**config.mk**
```make
export PLATFORM = sky130hd
export DESIGN_NAME = utf8_word_and_cjk_bigram_tokenizer
export DESIGN_NICKNAME = d
export VERILOG_FILES = /design/src/rtl/core/ucbt_pkg.sv /design/src/rtl/core/ucbt_step.sv /design/src/rtl/core/utf8_word_and_cjk_bigram_tokenizer.sv
export SDC_FILE = /design/constraint.sdc
export NUM_CORES = 1
export LEC_CHECK = 0
export BUFFER_PORTS_ARGS = -buffer_cell sky130_fd_sc_hd__clkbuf_2
export CORE_MARGIN = 4
export CORE_UTILIZATION = 35
export DETAILED_ROUTE_END_ITERATION = 12
export PLACE_DENSITY_LB_ADDON = 0.25
export SYNTH_ARGS = -nofsm -noshare
export SYNTH_HDL_FRONTEND = slang
export SYNTH_SLANG_ARGS = --single-unit
```
**constraint.sdc**
```tcl
create_clock -name i_clk -period 13.42 [get_ports i_clk]
set_clock_uncertainty 0.05 [all_clocks]
set_input_delay 1.342 -clock i_clk [delete_from_list [all_inputs] [get_ports i_clk]]
set_output_delay 1.342 -clock i_clk [all_outputs]
set_load 0.05 [all_outputs]
```
**src/rtl/core/ucbt_pkg.sv**
```systemverilog
// Shared types, token codes and helpers for the UTF-8 word and CJK bigram tokenizer.
package ucbt_pkg;

    // Token kinds on the output beat
    localparam logic [1:0] KIND_CHAR     = 2'd0;
    localparam logic [1:0] KIND_WORD_END = 2'd1;
    localparam logic [1:0] KIND_BIGRAM   = 2'd2;
    localparam logic [1:0] KIND_EOT      = 2'd3;

    // Bit positions in a result mask, in emission order
    localparam int unsigned M_CHAR   = 0;
    localparam int unsigned M_WEND   = 1;
    localparam int unsigned M_BIGRAM = 2;
    localparam int unsigned M_EOT    = 3;

    // Decoder state carried from byte to byte
    typedef struct packed {
        logic [1:0]  bytes_still_expected;
        logic [20:0] partial_codepoint;
        logic        word_open;
        logic        previous_cjk_valid;
        logic [15:0] previous_cjk_codepoint;
    } t_state;

    // All results caused by one byte, packed as presence flags plus payload
    typedef struct packed {
        logic [3:0]  mask;
        logic [6:0]  word_char;
        logic [15:0] first_codepoint;
        logic [15:0] second_codepoint;
    } t_bundle;

    localparam t_state STATE_RESET = '{
        bytes_still_expected:   2'd0,
        partial_codepoint:      21'd0,
        word_open:              1'b0,
        previous_cjk_valid:     1'b0,
        previous_cjk_codepoint: 16'd0
    };

    // CJK unified and compatibility ideograph blocks that form bigram runs
    function automatic logic is_cjk(input logic [20:0] cp);
        logic r;
        r = ((cp >= 21'h03400) && (cp <= 21'h04DBF)) ||
            ((cp >= 21'h04E00) && (cp <= 21'h09FFF)) ||
            ((cp >= 21'h0F900) && (cp <= 21'h0FAFF));
        return r;
    endfunction

endpackage

```
**src/rtl/core/ucbt_step.sv**
```systemverilog
// Per-byte decode: next tokenizer state and the bundle of results one byte causes.
module ucbt_step
    import ucbt_pkg::*;
(
    input  t_state      i_state,
    input  logic [7:0]  i_text_byte,
    input  logic        i_end_of_text,
    output t_state      o_state,
    output t_bundle     o_bundle
);

    logic [20:0] w_cont_cp;
    logic        w_is_cont;
    logic        w_fresh;

    assign w_is_cont = (i_text_byte[7:6] == 2'b10);
    assign w_cont_cp = {i_state.partial_codepoint[14:0], i_text_byte[5:0]};
    // byte is taken as a fresh item unless it continues a pending sequence
    assign w_fresh   = (i_state.bytes_still_expected == 2'd0) || !w_is_cont;

    always_comb begin
        t_state  s;
        t_bundle b;
        s = i_state;
        b = '0;

        if (!w_fresh) begin
            // continuation byte: gather six more bits
            s.partial_codepoint    = w_cont_cp;
            s.bytes_still_expected = i_state.bytes_still_expected - 2'd1;
            if (i_state.bytes_still_expected == 2'd1) begin
                s.partial_codepoint = '0;
                if (s.word_open) begin
                    b.mask[M_WEND] = 1'b1;
                    s.word_open    = 1'b0;
                end
                if (is_cjk(w_cont_cp)) begin
                    if (s.previous_cjk_valid) begin
                        b.mask[M_BIGRAM]   = 1'b1;
                        b.first_codepoint  = s.previous_cjk_codepoint;
                        b.second_codepoint = w_cont_cp[15:0];
                    end
                    s.previous_cjk_codepoint = w_cont_cp[15:0];
                    s.previous_cjk_valid     = 1'b1;
                end else begin
                    s.previous_cjk_valid = 1'b0;
                end
            end
        end else begin
            // fresh byte: a pending sequence it breaks is dropped and ends the run
            if (i_state.bytes_still_expected != 2'd0) begin
                s.bytes_still_expected = 2'd0;
                s.partial_codepoint    = '0;
                s.previous_cjk_valid   = 1'b0;
            end
            if (!i_text_byte[7]) begin
                // ASCII
                s.previous_cjk_valid = 1'b0;
                if (i_text_byte inside {[8'h41:8'h5A]}) begin
                    b.mask[M_CHAR] = 1'b1;
                    b.word_char    = i_text_byte[6:0] + 7'h20;
                    s.word_open    = 1'b1;
                end else if (i_text_byte inside {[8'h61:8'h7A], [8'h30:8'h39]}) begin
                    b.mask[M_CHAR] = 1'b1;
                    b.word_char    = i_text_byte[6:0];
                    s.word_open    = 1'b1;
                end else if (s.word_open) begin
                    b.mask[M_WEND] = 1'b1;
                    s.word_open    = 1'b0;
                end
            end else begin
                // any non-ASCII byte ends the word
                if (s.word_open) begin
                    b.mask[M_WEND] = 1'b1;
                    s.word_open    = 1'b0;
                end
                if (i_text_byte inside {[8'hC2:8'hDF]}) begin
                    s.partial_codepoint    = {16'd0, i_text_byte[4:0]};
                    s.bytes_still_expected = 2'd1;
                end else if (i_text_byte inside {[8'hE0:8'hEF]}) begin
                    s.partial_codepoint    = {17'd0, i_text_byte[3:0]};
                    s.bytes_still_expected = 2'd2;
                end else if (i_text_byte inside {[8'hF0:8'hF4]}) begin
                    s.partial_codepoint    = {18'd0, i_text_byte[2:0]};
                    s.bytes_still_expected = 2'd3;
                end else begin
                    s.previous_cjk_valid = 1'b0;
                end
            end
        end

        // end of text: close the word, flag the end, back to reset state
        if (i_end_of_text) begin
            if (s.word_open) begin
                b.mask[M_WEND] = 1'b1;
            end
            b.mask[M_EOT] = 1'b1;
            s = STATE_RESET;
        end

        o_state  = s;
        o_bundle = b;
    end

endmodule

```
**src/rtl/core/utf8_word_and_cjk_bigram_tokenizer.sv**
```systemverilog
// Top level: byte intake, tokenizer state and two-bundle result buffer.
// The results of a byte are registered into the result buffer and offered from its head.
// Throughput: one byte per cycle while each byte yields at most one result and i_stall
//   is low; a byte with several results emits them one by one on the single output port.
// A two-entry result buffer lets intake continue while a result waits to be taken.
// Reset (i_rst_n low, synchronous) empties the buffer and clears decoder state.
module utf8_word_and_cjk_bigram_tokenizer
    import ucbt_pkg::*;
(
    input  logic        i_clk,
    input  logic        i_rst_n,
    input  logic        i_valid,
    output logic        o_stall,
    input  logic [7:0]  i_text_byte,
    input  logic        i_end_of_text,
    output logic        o_valid,
    input  logic        i_stall,
    output logic [1:0]  o_token_kind,
    output logic [6:0]  o_word_char,
    output logic [15:0] o_first_codepoint,
    output logic [15:0] o_second_codepoint,
    output logic        o_run_last
);

    t_state     r_state, n_state, w_step_state;
    t_bundle    r_slot0, r_slot1, n_slot0, n_slot1, w_bundle;
    logic [1:0] r_cnt, n_cnt;
    logic [3:0] w_rest;
    logic       w_in_acc, w_out_acc, w_push, w_pop_bundle;

    ucbt_step u_step (
        .i_state       (r_state),
        .i_text_byte   (i_text_byte),
        .i_end_of_text (i_end_of_text),
        .o_state       (w_step_state),
        .o_bundle      (w_bundle)
    );

    // handshakes
    assign o_stall      = (r_cnt == 2'd2);
    assign w_in_acc     = i_valid && !o_stall;
    assign o_valid      = (r_cnt != 2'd0);
    assign w_out_acc    = o_valid && !i_stall;
    assign w_rest       = r_slot0.mask & (r_slot0.mask - 4'd1);
    assign w_pop_bundle = w_out_acc && (w_rest == 4'd0);
    assign w_push       = w_in_acc && (w_bundle.mask != 4'd0);

    // output beat: lowest pending result of the head bundle
    always_comb begin
        if (r_slot0.mask[M_CHAR]) begin
            o_token_kind = KIND_CHAR;
        end else if (r_slot0.mask[M_WEND]) begin
            o_token_kind = KIND_WORD_END;
        end else if (r_slot0.mask[M_BIGRAM]) begin
            o_token_kind = KIND_BIGRAM;
        end else begin
            o_token_kind = KIND_EOT;
        end
    end

    assign o_word_char        = (o_token_kind == KIND_CHAR) ? r_slot0.word_char : 7'd0;
    assign o_first_codepoint  = (o_token_kind == KIND_BIGRAM) ? r_slot0.first_codepoint : 16'd0;
    assign o_second_codepoint = (o_token_kind == KIND_BIGRAM) ? r_slot0.second_codepoint : 16'd0;
    assign o_run_last         = (w_rest == 4'd0);

    // buffer and state next values
    always_comb begin
        n_state = w_in_acc ? w_step_state : r_state;
        n_slot0 = r_slot0;
        n_slot1 = r_slot1;
        n_cnt   = r_cnt;
        if (w_out_acc && !w_pop_bundle) begin
            n_slot0.mask = w_rest;
        end
        if (w_pop_bundle) begin
            n_slot0 = r_slot1;
            n_cnt   = r_cnt - 2'd1;
        end
        if (w_push) begin
            if (n_cnt == 2'd0) begin
                n_slot0 = w_bundle;
            end else begin
                n_slot1 = w_bundle;
            end
            n_cnt = n_cnt + 2'd1;
        end
    end

    always_ff @(posedge i_clk) begin
        if (!i_rst_n) begin
            r_state <= STATE_RESET;
            r_cnt   <= 2'd0;
        end else begin
            r_state <= n_state;
            r_cnt   <= n_cnt;
        end
    end

    // payload slots need no reset
    always_ff @(posedge i_clk) begin
        r_slot0 <= n_slot0;
        r_slot1 <= n_slot1;
    end

endmodule

```
# After elaboration in Yosys (flattened, before gate mapping)
# Index checks and enable logic that the tools add are counted.
dict set report totals {
  reg_bits 129
  inputBits 13
}
dict set report classes {
  add_sub_neg 5
  magnitude_cmp 18
  eq_ne 5
  n_mux 50
  bitwise_logic 2
  n_reduce_logical 35
}
# cell count
set op_table {}
lappend op_table {{43-bit 2-to-1 mux} 3}
lappend op_table {{32-bit 2-to-1 mux} 4}
lappend op_table {{23-bit 2-to-1 mux} 5}
lappend op_table {{16-bit 2-to-1 mux} 4}
lappend op_table {{21-bit by 16-bit less-or-equal comparator with 1-bit output (second input constant)} 2}
lappend op_table {{41-bit 2-to-1 mux} 1}
lappend op_table {{39-bit 2-to-1 mux} 1}
lappend op_table {{8-bit 2-to-1 mux} 4}
lappend op_table {{25-bit 2-to-1 mux} 1}
lappend op_table {{8-bit greater-or-equal comparator (second input constant)} 3}
lappend op_table {{8-bit less-or-equal comparator (second input constant)} 3}
lappend op_table {{21-bit by 14-bit greater-or-equal comparator with 1-bit output (second input constant)} 1}
lappend op_table {{21-bit by 15-bit greater-or-equal comparator with 1-bit output (second input constant)} 1}
lappend op_table {{21-bit by 16-bit greater-or-equal comparator with 1-bit output (second input constant)} 1}
lappend op_table {{21-bit by 15-bit less-or-equal comparator with 1-bit output (second input constant)} 1}
lappend op_table {{1-bit 2-to-1 mux} 19}
lappend op_table {{8-bit by 7-bit greater-or-equal comparator with 1-bit output (second input constant)} 2}
lappend op_table {{8-bit by 7-bit less-or-equal comparator with 1-bit output (second input constant)} 2}
lappend op_table {{1-bit logical AND} 14}
lappend op_table {{2-bit 2-to-1 mux} 6}
lappend op_table {{2-bit nonzero test} 5}
lappend op_table {{8-bit by 6-bit greater-or-equal comparator with 1-bit output (second input constant)} 1}
lappend op_table {{8-bit by 6-bit less-or-equal comparator with 1-bit output (second input constant)} 1}
lappend op_table {{7-bit by 6-bit adder with 7-bit output (second input constant)} 1}
lappend op_table {{other kinds (18)} 29}

# Longest topological paths before layout
# Gate-level depths: netlist (run 1).
dict set report depth {
  word_depth 12
  depth_mapped 13
  mapped_depth_nobuf 10
}

# Cells and area by module
# Synthesis (run 1) repeated with hierarchy kept, for this count alone.
dict set report hier_totals {
  cells_unflattened 758
  area_unflattened_um2 6573.8
}
# mod n_inst cells_each area_each_um2 seq_area_each_um2
set by_module_without_submodules {}
lappend by_module_without_submodules {utf8_word_and_cjk_bigram_tokenizer 1 533 5066.1 3012.9}
lappend by_module_without_submodules {ucbt_step 1 225 1507.7 0.0}

# Least setup slack after synthesis (run 1)
# Ideal clock, no wire load.
dict set report synth_timing {
  path_type {input port to flip-flop}
  from {in i_text_byte[5]}
  to {reg r_slot1[0] in the netlist's numbering (enable)}
  setup_ns 0.449
  arrival_ns 4.895
  required_time_ns 12.921
  setup_slack_ns 8.027
  cell_stages 9
  path_cell_list {buf_2 -> inv_1 -> ha_1 -> nor3b_1 -> o21ai_0 -> nor3_1 -> nor3_4 -> a31oi_1 -> nor2b_1}
}
dict set report synth_via {
  elab_chain_cells 12
  word_cells_on_any_way 41
  cone_classes {12 x order compare; 17 x mux; 12 x reduce/logical}
}
# element line_no
set synth_lines {}
lappend synth_lines {{from (decl)} utf8_word_and_cjk_bigram_tokenizer.sv:14} ;# input logic [7:0] i_text_byte,
lappend synth_lines {{8-bit by 7-bit greater-or-equal comparator with 1-bit output (tied with other cells)} ucbt_step.sv:63} ;# end else if (i_text_byte inside {[8'h61:8'h7A], [8'h30:8'h39]}) begin
lappend synth_lines {{1-bit logical AND} ucbt_step.sv:63}
lappend synth_lines {{2-bit nonzero test} ucbt_step.sv:63}
lappend synth_lines {{1-bit 2-to-1 mux} ucbt_step.sv:63}
lappend synth_lines {{1-bit 2-to-1 mux} ucbt_step.sv:59} ;# if (i_text_byte inside {[8'h41:8'h5A]}) begin
lappend synth_lines {{1-bit 2-to-1 mux / 2-bit 2-to-1 mux (equally long branches)} ucbt_step.sv:56} ;# if (!i_text_byte[7]) begin
lappend synth_lines {{1-bit 2-to-1 mux / 25-bit 2-to-1 mux (equally long branches)} ucbt_step.sv:27} ;# if (!w_fresh) begin
lappend synth_lines {{1-bit 2-to-1 mux} ucbt_step.sv:94} ;# if (s.word_open) begin
lappend synth_lines {{1-bit 2-to-1 mux} ucbt_step.sv:93} ;# if (i_end_of_text) begin
lappend synth_lines {{4-bit nonzero test *} utf8_word_and_cjk_bigram_tokenizer.sv:46} ;# assign w_push = w_in_acc && (w_bundle.mask != 4'd0);
lappend synth_lines {{1-bit logical AND *} utf8_word_and_cjk_bigram_tokenizer.sv:46}
lappend synth_lines {{2-bit AND reduction (no line) *} -}
lappend synth_lines {{to (signal assigned)} utf8_word_and_cjk_bigram_tokenizer.sv:102} ;# r_slot1 <= n_slot1;
lappend synth_lines {{to (decl)} utf8_word_and_cjk_bigram_tokenizer.sv:26} ;# t_bundle r_slot0, r_slot1, n_slot0, n_slot1, w_bundle;
# Every way passes the cells marked *; elsewhere a longest branch is shown, timed or not.
# A chain may end at the register's enable or synchronous reset.

==> results of run 1 <==
[metal layers]
| layer | share of wire | vias up | GRT usage |
|---|---|---|---|
| met4 | 0.016 | 0 | 0.05599 |
| met2 | 0.47 | 114 | 0.2564 |
| met5 | 0 | - | 0 |
| li1 | - | 2087 | - |
| met3 | 0.047 | 16 | 0.04748 |
| met1 | 0.47 | 2092 | 0.2200 |
[power by group]
| group | internal [mW] | switching, mW |
|---|---|---|
| Combinational | 0.136 | 0.277 |
| Clock | 0.284 | 0.153 |
| Sequential | 0.495 | 0.0628 |
| Total | 0.914 | 0.492 |
[cell families after synthesis]
logic type / Yosys count / share of synthesized area
and+or+nand+nor: 154 / 0.1612
DFF: 123 / 0.4943
xor gates and xnor gates: 2 / 0.002994
buffers and inverters: 65 / 0.04853
adders and majority gates: 9 / 0.01882
muxes: 45 / 0.07761
AOI/OAI and AO/OA: 131 / 0.1965
[metrics by stage]
stage | std cells | hold slack (ns) | total power [mW]
CTS | 793 | 0.4375 | 1.426
floorplan | 529 | 0.3962 | 0.8784
global placement | 762 | 0.4156 | 0.9761
global route | 793 | 0.4541 | 1.491
detailed placement | 762 | 0.4262 | 0.9843
finish | 793 | 0.4352 | 1.406
[worst max-delay path: stages (launching register included)]
cell and delay [ns]:
dfxtp_1 0.98, maj3_1 0.28, o21ai_0 0.18, nand2_2 0.11
buf_4 0.56, nor2_1 0.12, nor2_1 0.13, ha_1 0.22
nand2_1 0.23, a31oi_4 0.25, buf_4 0.49, mux2_2 0.39
[area by class of cell]
cell class,count,area (um^2),area share
tap,220,275.3,0.04032
inverter,16,60.06,0.008796
clock buffer,25,518.0,0.07587
sequential,123,2893,0.4237
clock inverter,6,58.81,0.008613
multi-input combinational,341,2698,0.3951
timing repair buffer,62,325.3,0.04765
[cell usage in the layout (no fill, tap or decap), drive strengths merged, types with 2 or more instances in the layout]
master	count
clkbuf	81
dfxtp	80
and3	68
edfxtp	43
mux2i	42
o2bb2ai	37
a22o	28
nand2	17
inv	16
and2	13
o21ai	12
nor2	12
ha	8
a21oi	8
nor3	8
a31oi	7
nand3	6
buf	6
nand2b	5
nor4	5
a32o	4
a21boi	4
a21o	3
o211ai	3
mux2	3
nand4bb	3
or3	3
a22oi	3
nor3b	3
o31ai	3
nor2b	3
clkinv	3
or4	2
nand4	2
o22ai	2
o21a	2
o311ai	2
clkinvlp	2
o32ai	2
o32a	2
[flip-flops by register name, summed over array words and instances (netlist names)]
signal and flops:
r_slot0 43, r_slot1 43, r_state 35, r_cnt 2
[worst min-delay path by stage]
stage / to / slack, ns / depth (start not counted)
6_report: r_state[29] / 0.44 / 1
5_1_grt: r_state[29] / 0.45 / 1
4_1_cts: r_state[29] / 0.44 / 1
3_5_place_dp: r_state[29] / 0.43 / 1
3_3_place_gp: r_state[32] / 0.42 / 1
2_1_floorplan: r_slot0[16] / 0.40 / 1
==> impl_results.md, run 1 <==
* Total Routing Usage GR at 0.1648
* Pin count of the biggest net entering global routing at 44
* Filler Cell Count at 1640
* Warnings from Yosys at 0
* Class of the tightest hold or removal check: flop to flop
* Vias/cell at 5.434
* Nets in the synthesized netlist at 550
* Top cells by area, synth: dfxtp_1 27%, edfxtp_1 22%, and3_1 7.3%
* Number of vias in the routed layout at ~4.3k
* H-tree lvl count at 4
* Result of the run: finished clean
* Number of violations reported at the end of detailed-routing iteration 0 at 307
* Setup crit end kind: flop
* Count of hold-fix buffers inserted at cts at 0
* Height of the die at around 140 um
* Number of antenna violations at the first check in global routing at 0
* Startpoint of the most critical hold path: r_state[29]
* Crit path capture: r_slot0[38]
* Maximum root-to-sink buffer count at 2
* Gate count of the mapped netlist at around 530
* Count of buffers inserted at the top-level ports at 56
* Capture instance of the worst register-to-register path: r_slot0[38]
* Worst slew pin tran at 1.126 ns
* Count of max-cap constraint violations at 0
* Layout overhead on the synthesized area at 16.68%
* Reg clk slew, reported paths at 0.05 ns
* Count of antenna-violating nets left after detailed routing at 0
* Yosys top cell area share at 0.2737
* Core box area at between 0.015 and 0.02 mm^2
* Worst R2R Path Depth at 11
* Most frequently used cell type in the post-synthesis netlist: dfxtp_1
* Post-layout util at 0.4147
* Max Transition Viols Final at 0
* Total cell area at the placement stage at 0.006247 mm^2
* Fraction of the yosys area taken by sequential cells at 0.4943
* Setup slack at placement at 9.003 ns
* Cell area after synthesis at a little under 0.006 mm^2
* Post-synthesis cell type count at 70
* Max FO, Critical Path at 40
* Post-synthesis cell type with the largest combined area: dfxtp_1
* Number of buffers created by CTS at 17
* Final Net Count at 582
* Clk_lat worst skew at 0.41 ns
* Via count of the first global-routing pass at 4291
* Worst reg2reg path startpoint: r_slot0[41]
* Number of detailed-route iterations in the first pass at 4
* Standard-cell rows at 47
* Hold Vio Cnt, Final at 0
* Setup repair bufs after CTS at 0
* Post-layout min period at a little over 4 ns
* Routed WL per cell at ~19 um
* Arrival @ worst endpoint at 4.37 ns
* Total half-perimeter wirelength after legalization and detailed placement at 9894 um
* Sum of overflow across all layers after global routing at 0
* Startpoint kind of the worst setup timing path: flop
* IO Count at 57
* Global placer's final weighted congestion at 0.8412
* Global-route wire length before repair at 23740 um
* Number of synthesized register bits at approximately 120
* TNS Setup at 0 ns
* Predominant post-synthesis flop cell: dfxtp_1
* Die Wd at 137.3 um
* Worst path required time at about 14 ns
* Total Die Area at around 0.019 mm^2
* Setup slack on the worst flop-to-flop path at 9.29 ns
* Beginning of the critical path: r_slot0[41]
* Async set-or-reset flop fraction in the synthesized netlist at 0
* Power density cells at 206.0 mW/mm^2
* Most frequent cells after synthesis: 80 x dfxtp_1, 68 x and3_1, 43 x edfxtp_1
* Worst setup path class: flop to flop
* # diodes at 0
* Fraction of layout cells with a size suffix above 1 at 0.2112
* Number of flops mapped to enable cells by yosys at 43
* Setup violators final at 0
* Syn_area_per_cell at around 11 um^2
* Clk root buf: clkbuf_16
* Residual DRC count at 0
* PnR worst setup slack at 9.287 ns
* Max Fclk at 241.9 MHz
* Setup repair after global routing missed its margin: false
* Period Utilization, post-route at 0.3080
* Total routed wirelength at 14710 um
* Pleak at 3.035 nW
* Final instance area at 0.006828 mm^2
* Peak supply drop at 0.00009686 V
* Number of clock sinks at roughly 120
* Remaining max-slew budget at the tightest pin at 0.2479
* Effective utilization at floorplan at 0.3554
* TritonCTS clock tree: yes
* Resized Gates After CTS at 0
(Power assumes the default switching activity.)
==> run 2, diff against run 1 <==
==> constraint.sdc (replaced) <==
create_clock -name i_clk -period 4.24 [get_ports i_clk]
set_clock_uncertainty 0.05 [all_clocks]
set_input_delay 0.424 -clock i_clk [delete_from_list [all_inputs] [get_ports i_clk]]
set_output_delay 0.424 -clock i_clk [all_outputs]
set_load 0.05 [all_outputs]
==> run 2 against run 1 <==
  * Utilization is 0.099 points higher
  * Cell count is 0.38% higher
  * Via count is 1.5% higher
  * First-iteration DRC count is 48% higher
  * Worst hold slack worse by 0.13 ns
  * Register-to-register slack worse by 8.3 ns
  * Final area is 0.24% higher
  * Count of clock-buffer cells in the layout is 4 lower
  * Combinational power grew to 3.3 times the previous value
  * Sequential share of layout area is 0.10 points lower
  * Worst setup slack worse by 8.3 ns
  * Maximum frequency is 28% higher
==> impl_results.md, run 2 (synthesis gave the netlist of run 1 again) <==
* Global placer's final weighted congestion at 0.8697 (+3.4%)
* Remaining max-slew budget at the tightest pin at 0.2893 (+0.04138)
* Number of violations reported at the end of detailed-routing iteration 0 at 453 (+48%)
* Final instance area at 0.006844 mm^2 (+0.24%)
* Count of buffers inserted at the top-level ports at 56 (unchanged)
* Effective utilization at floorplan at 0.3554 (unchanged)
* Arrival @ worst endpoint at 3.25 ns (-1.12 ns)
* Height of the die at 137.3 um (unchanged)
* H-tree lvl count at 4 (unchanged)
* Switching power at 1.575 mW (+220%)
* Number of antenna violations at the first check in global routing at 0 (unchanged)
* Pin count of the biggest net entering global routing at 44 (unchanged)
* Peak supply drop at 0.0003462 V (+260%)
* Cell-by-cell listing of the critical path: inv_1 > ha_1 > or3b_1 > nor4_1 > nand3_1 > o32a_4 > a31oi_1 > nor2b_4 > buf_12
* Number of detailed-route iterations in the first pass at 5 (+1)
* Period Utilization, post-route at 0.7596 (+0.4516)
* Final cell count without fillers at 796 (+0.38%)
* Number of vias in the routed layout at 4373 (+1.5%)
* Layout overhead on the synthesized area at 16.96%
* Setup repair after global routing missed its margin: false
* Power density cells at 648.3 mW/mm^2 (+210%)
* Sum of overflow across all layers after global routing at 0 (unchanged)
* Count of max-cap constraint violations at 0 (unchanged)
* Final Net Count at 585 (+0.52%)
* TritonCTS clock tree: yes
* Highest-count cells in the layout ignoring fill and taps: 80 x dfxtp_1, 68 x and3_1, 56 x clkbuf_2
* Worst setup path class: flop to flop
* Via count of the first global-routing pass at 4394 (+2.4%)
* Share of total power in sequential cells at 0.388 (-0.008)
* Post-layout min period at 3.221 ns (-0.9125 ns)
* # diodes at 0 (unchanged)
* Total half-perimeter wirelength after legalization and detailed placement at 9530 um (-3.7%)
* Startpoint of the most critical hold path: i_end_of_text
* Worst slew pin tran at 1.065 ns (-0.06082 ns)
* Resized Gates After CTS at 0 (unchanged)
* Delay of the slowest critical-path stage at 0.45 ns (-0.53 ns)
* Total Die Area at 0.01885 mm^2 (unchanged)
* Leading cell type in the layout, fill and taps excluded: dfxtp_1
* Total routed wirelength at 14440 um (-1.9%)
* Die Wd at 137.3 um (unchanged)
* Share of total power in the clock network at 0.305 (-0.006)
* IO Count at 57 (unchanged)
* Residual DRC count at 0 (unchanged)
* Number of clock sinks at 123 (unchanged)
* Class of the tightest hold or removal check: primary input to flop
* Internal power at 2.862 mW (+210%)
* Reg clk slew, reported paths at 0.06 ns (about the same)
* Startpoint kind of the worst setup timing path: flop
* Worst reg2reg path startpoint: r_state[39]
* TNS Setup at 0 ns (unchanged)
* Worst path required time at 4.27 ns (-9.39 ns)
* Count of hold-fix buffers inserted at cts at 0 (unchanged)
* Post-layout util at 0.4157 (+0.0009870)
* Pleak at 3.036 nW (about the same)
* Result of the run: finished clean
* Fraction of layout cells with a size suffix above 1 at 0.2170 (+0.005845)
* Vias/cell at 5.494 (+1.1%)
* Standard-cell rows at 47 (unchanged)
* Hold Slack at 0.3096 ns (-0.1256 ns)
* Total cell area at the placement stage at 0.006282 mm^2 (+0.56%)
* Count of antenna-violating nets left after detailed routing at 0 (unchanged)
* Max FO, Critical Path at 43 (+7.5%)
* Core box area at 0.01647 mm^2 (unchanged)
* Routed WL per cell at 18.14 um (-2.2%)
* Number of buffers created by CTS at 17 (unchanged)
* Beginning of the critical path: r_state[39]
* Setup repair bufs after CTS at 0 (unchanged)
* Total Routing Usage GR at 0.1597 (-0.005119)
* Switching part of the total power at 0.3550 (+0.005084)
* Setup crit end kind: flop
* Master of the slowest instance on the critical path: or3b_1
* Max Transition Viols Final at 0 (unchanged)
* Combinational share of power at 0.307 (+0.014)
* Clk root buf: clkbuf_16
* Max Fclk at 310.5 MHz (+28%)
* Largest regs: r_slot0: 43 flops, r_slot1: 43 flops, r_state: 35 flops
* Global-route wire length before repair at 23390 um (-1.5%)
* Instance count after placement with tap cells included at 765 (+0.39%)
* Maximum root-to-sink buffer count at 2 (unchanged)
* Clk_lat worst skew at 0.40 ns (about the same)
* Hold Vio Cnt, Final at 0 (unchanged)
* Setup violators final at 0 (unchanged)
run 2: per-stage QoR:
step                setup slack [ns]  total power, mW
finish                         1.019            4.437
global route                  0.7622            4.710
CTS                            1.024            4.488
detailed placement            0.9624            3.128
global placement               1.048            3.093
floorplan                     0.2103            2.781
run 2: worst max-delay path: cells and delay by family (launching register included):
kind            cells  cell delay [ns]
fa+ha+maj           1             0.28
buf+inv             2             0.30
compound gates      2             0.62
simple gates        4             1.20
flops               1             0.39
run 2: power by group through the flow:
| stage | clock (mW) | sequential (mW) | combinational (mW) |
|---|---|---|---|
| floorplan | 0 | 1.67 | 1.11 |
| global placement | 0 | 1.74 | 1.35 |
| detailed placement | 0 | 1.75 | 1.38 |
| CTS | 1.38 | 1.72 | 1.38 |
| global route | 1.45 | 1.76 | 1.51 |
| finish | 1.35 | 1.72 | 1.36 |
run 2: area by class of cell:
class	instances	area (um^2)
Tap cell	220	275.3
Clock inverter	10	90.09
Clock buffer	21	471.7
Sequential cell	123	2893
Multi-Input combinational cell	341	2694
Timing Repair Buffer	65	360.3
Fill cell	1610	9622
Inverter	16	60.06
run 2: path summary, 6_finish.rpt:
path                      end  cells after the start  slack (ns)
setup reg to reg   r_slot1[9]                      9        1.02
hold / removal    r_slot1[42]                      1        0.31
setup / recovery   r_slot1[9]                      9        1.02
hold reg to reg   r_state[32]                      1        0.43
run 2: layer usage:
metal,part of all wire,global-route usage
met5,0,0
met4,0.0073,0.04545
met3,0.041,0.03908
met2,0.47,0.2531
met1,0.48,0.2172
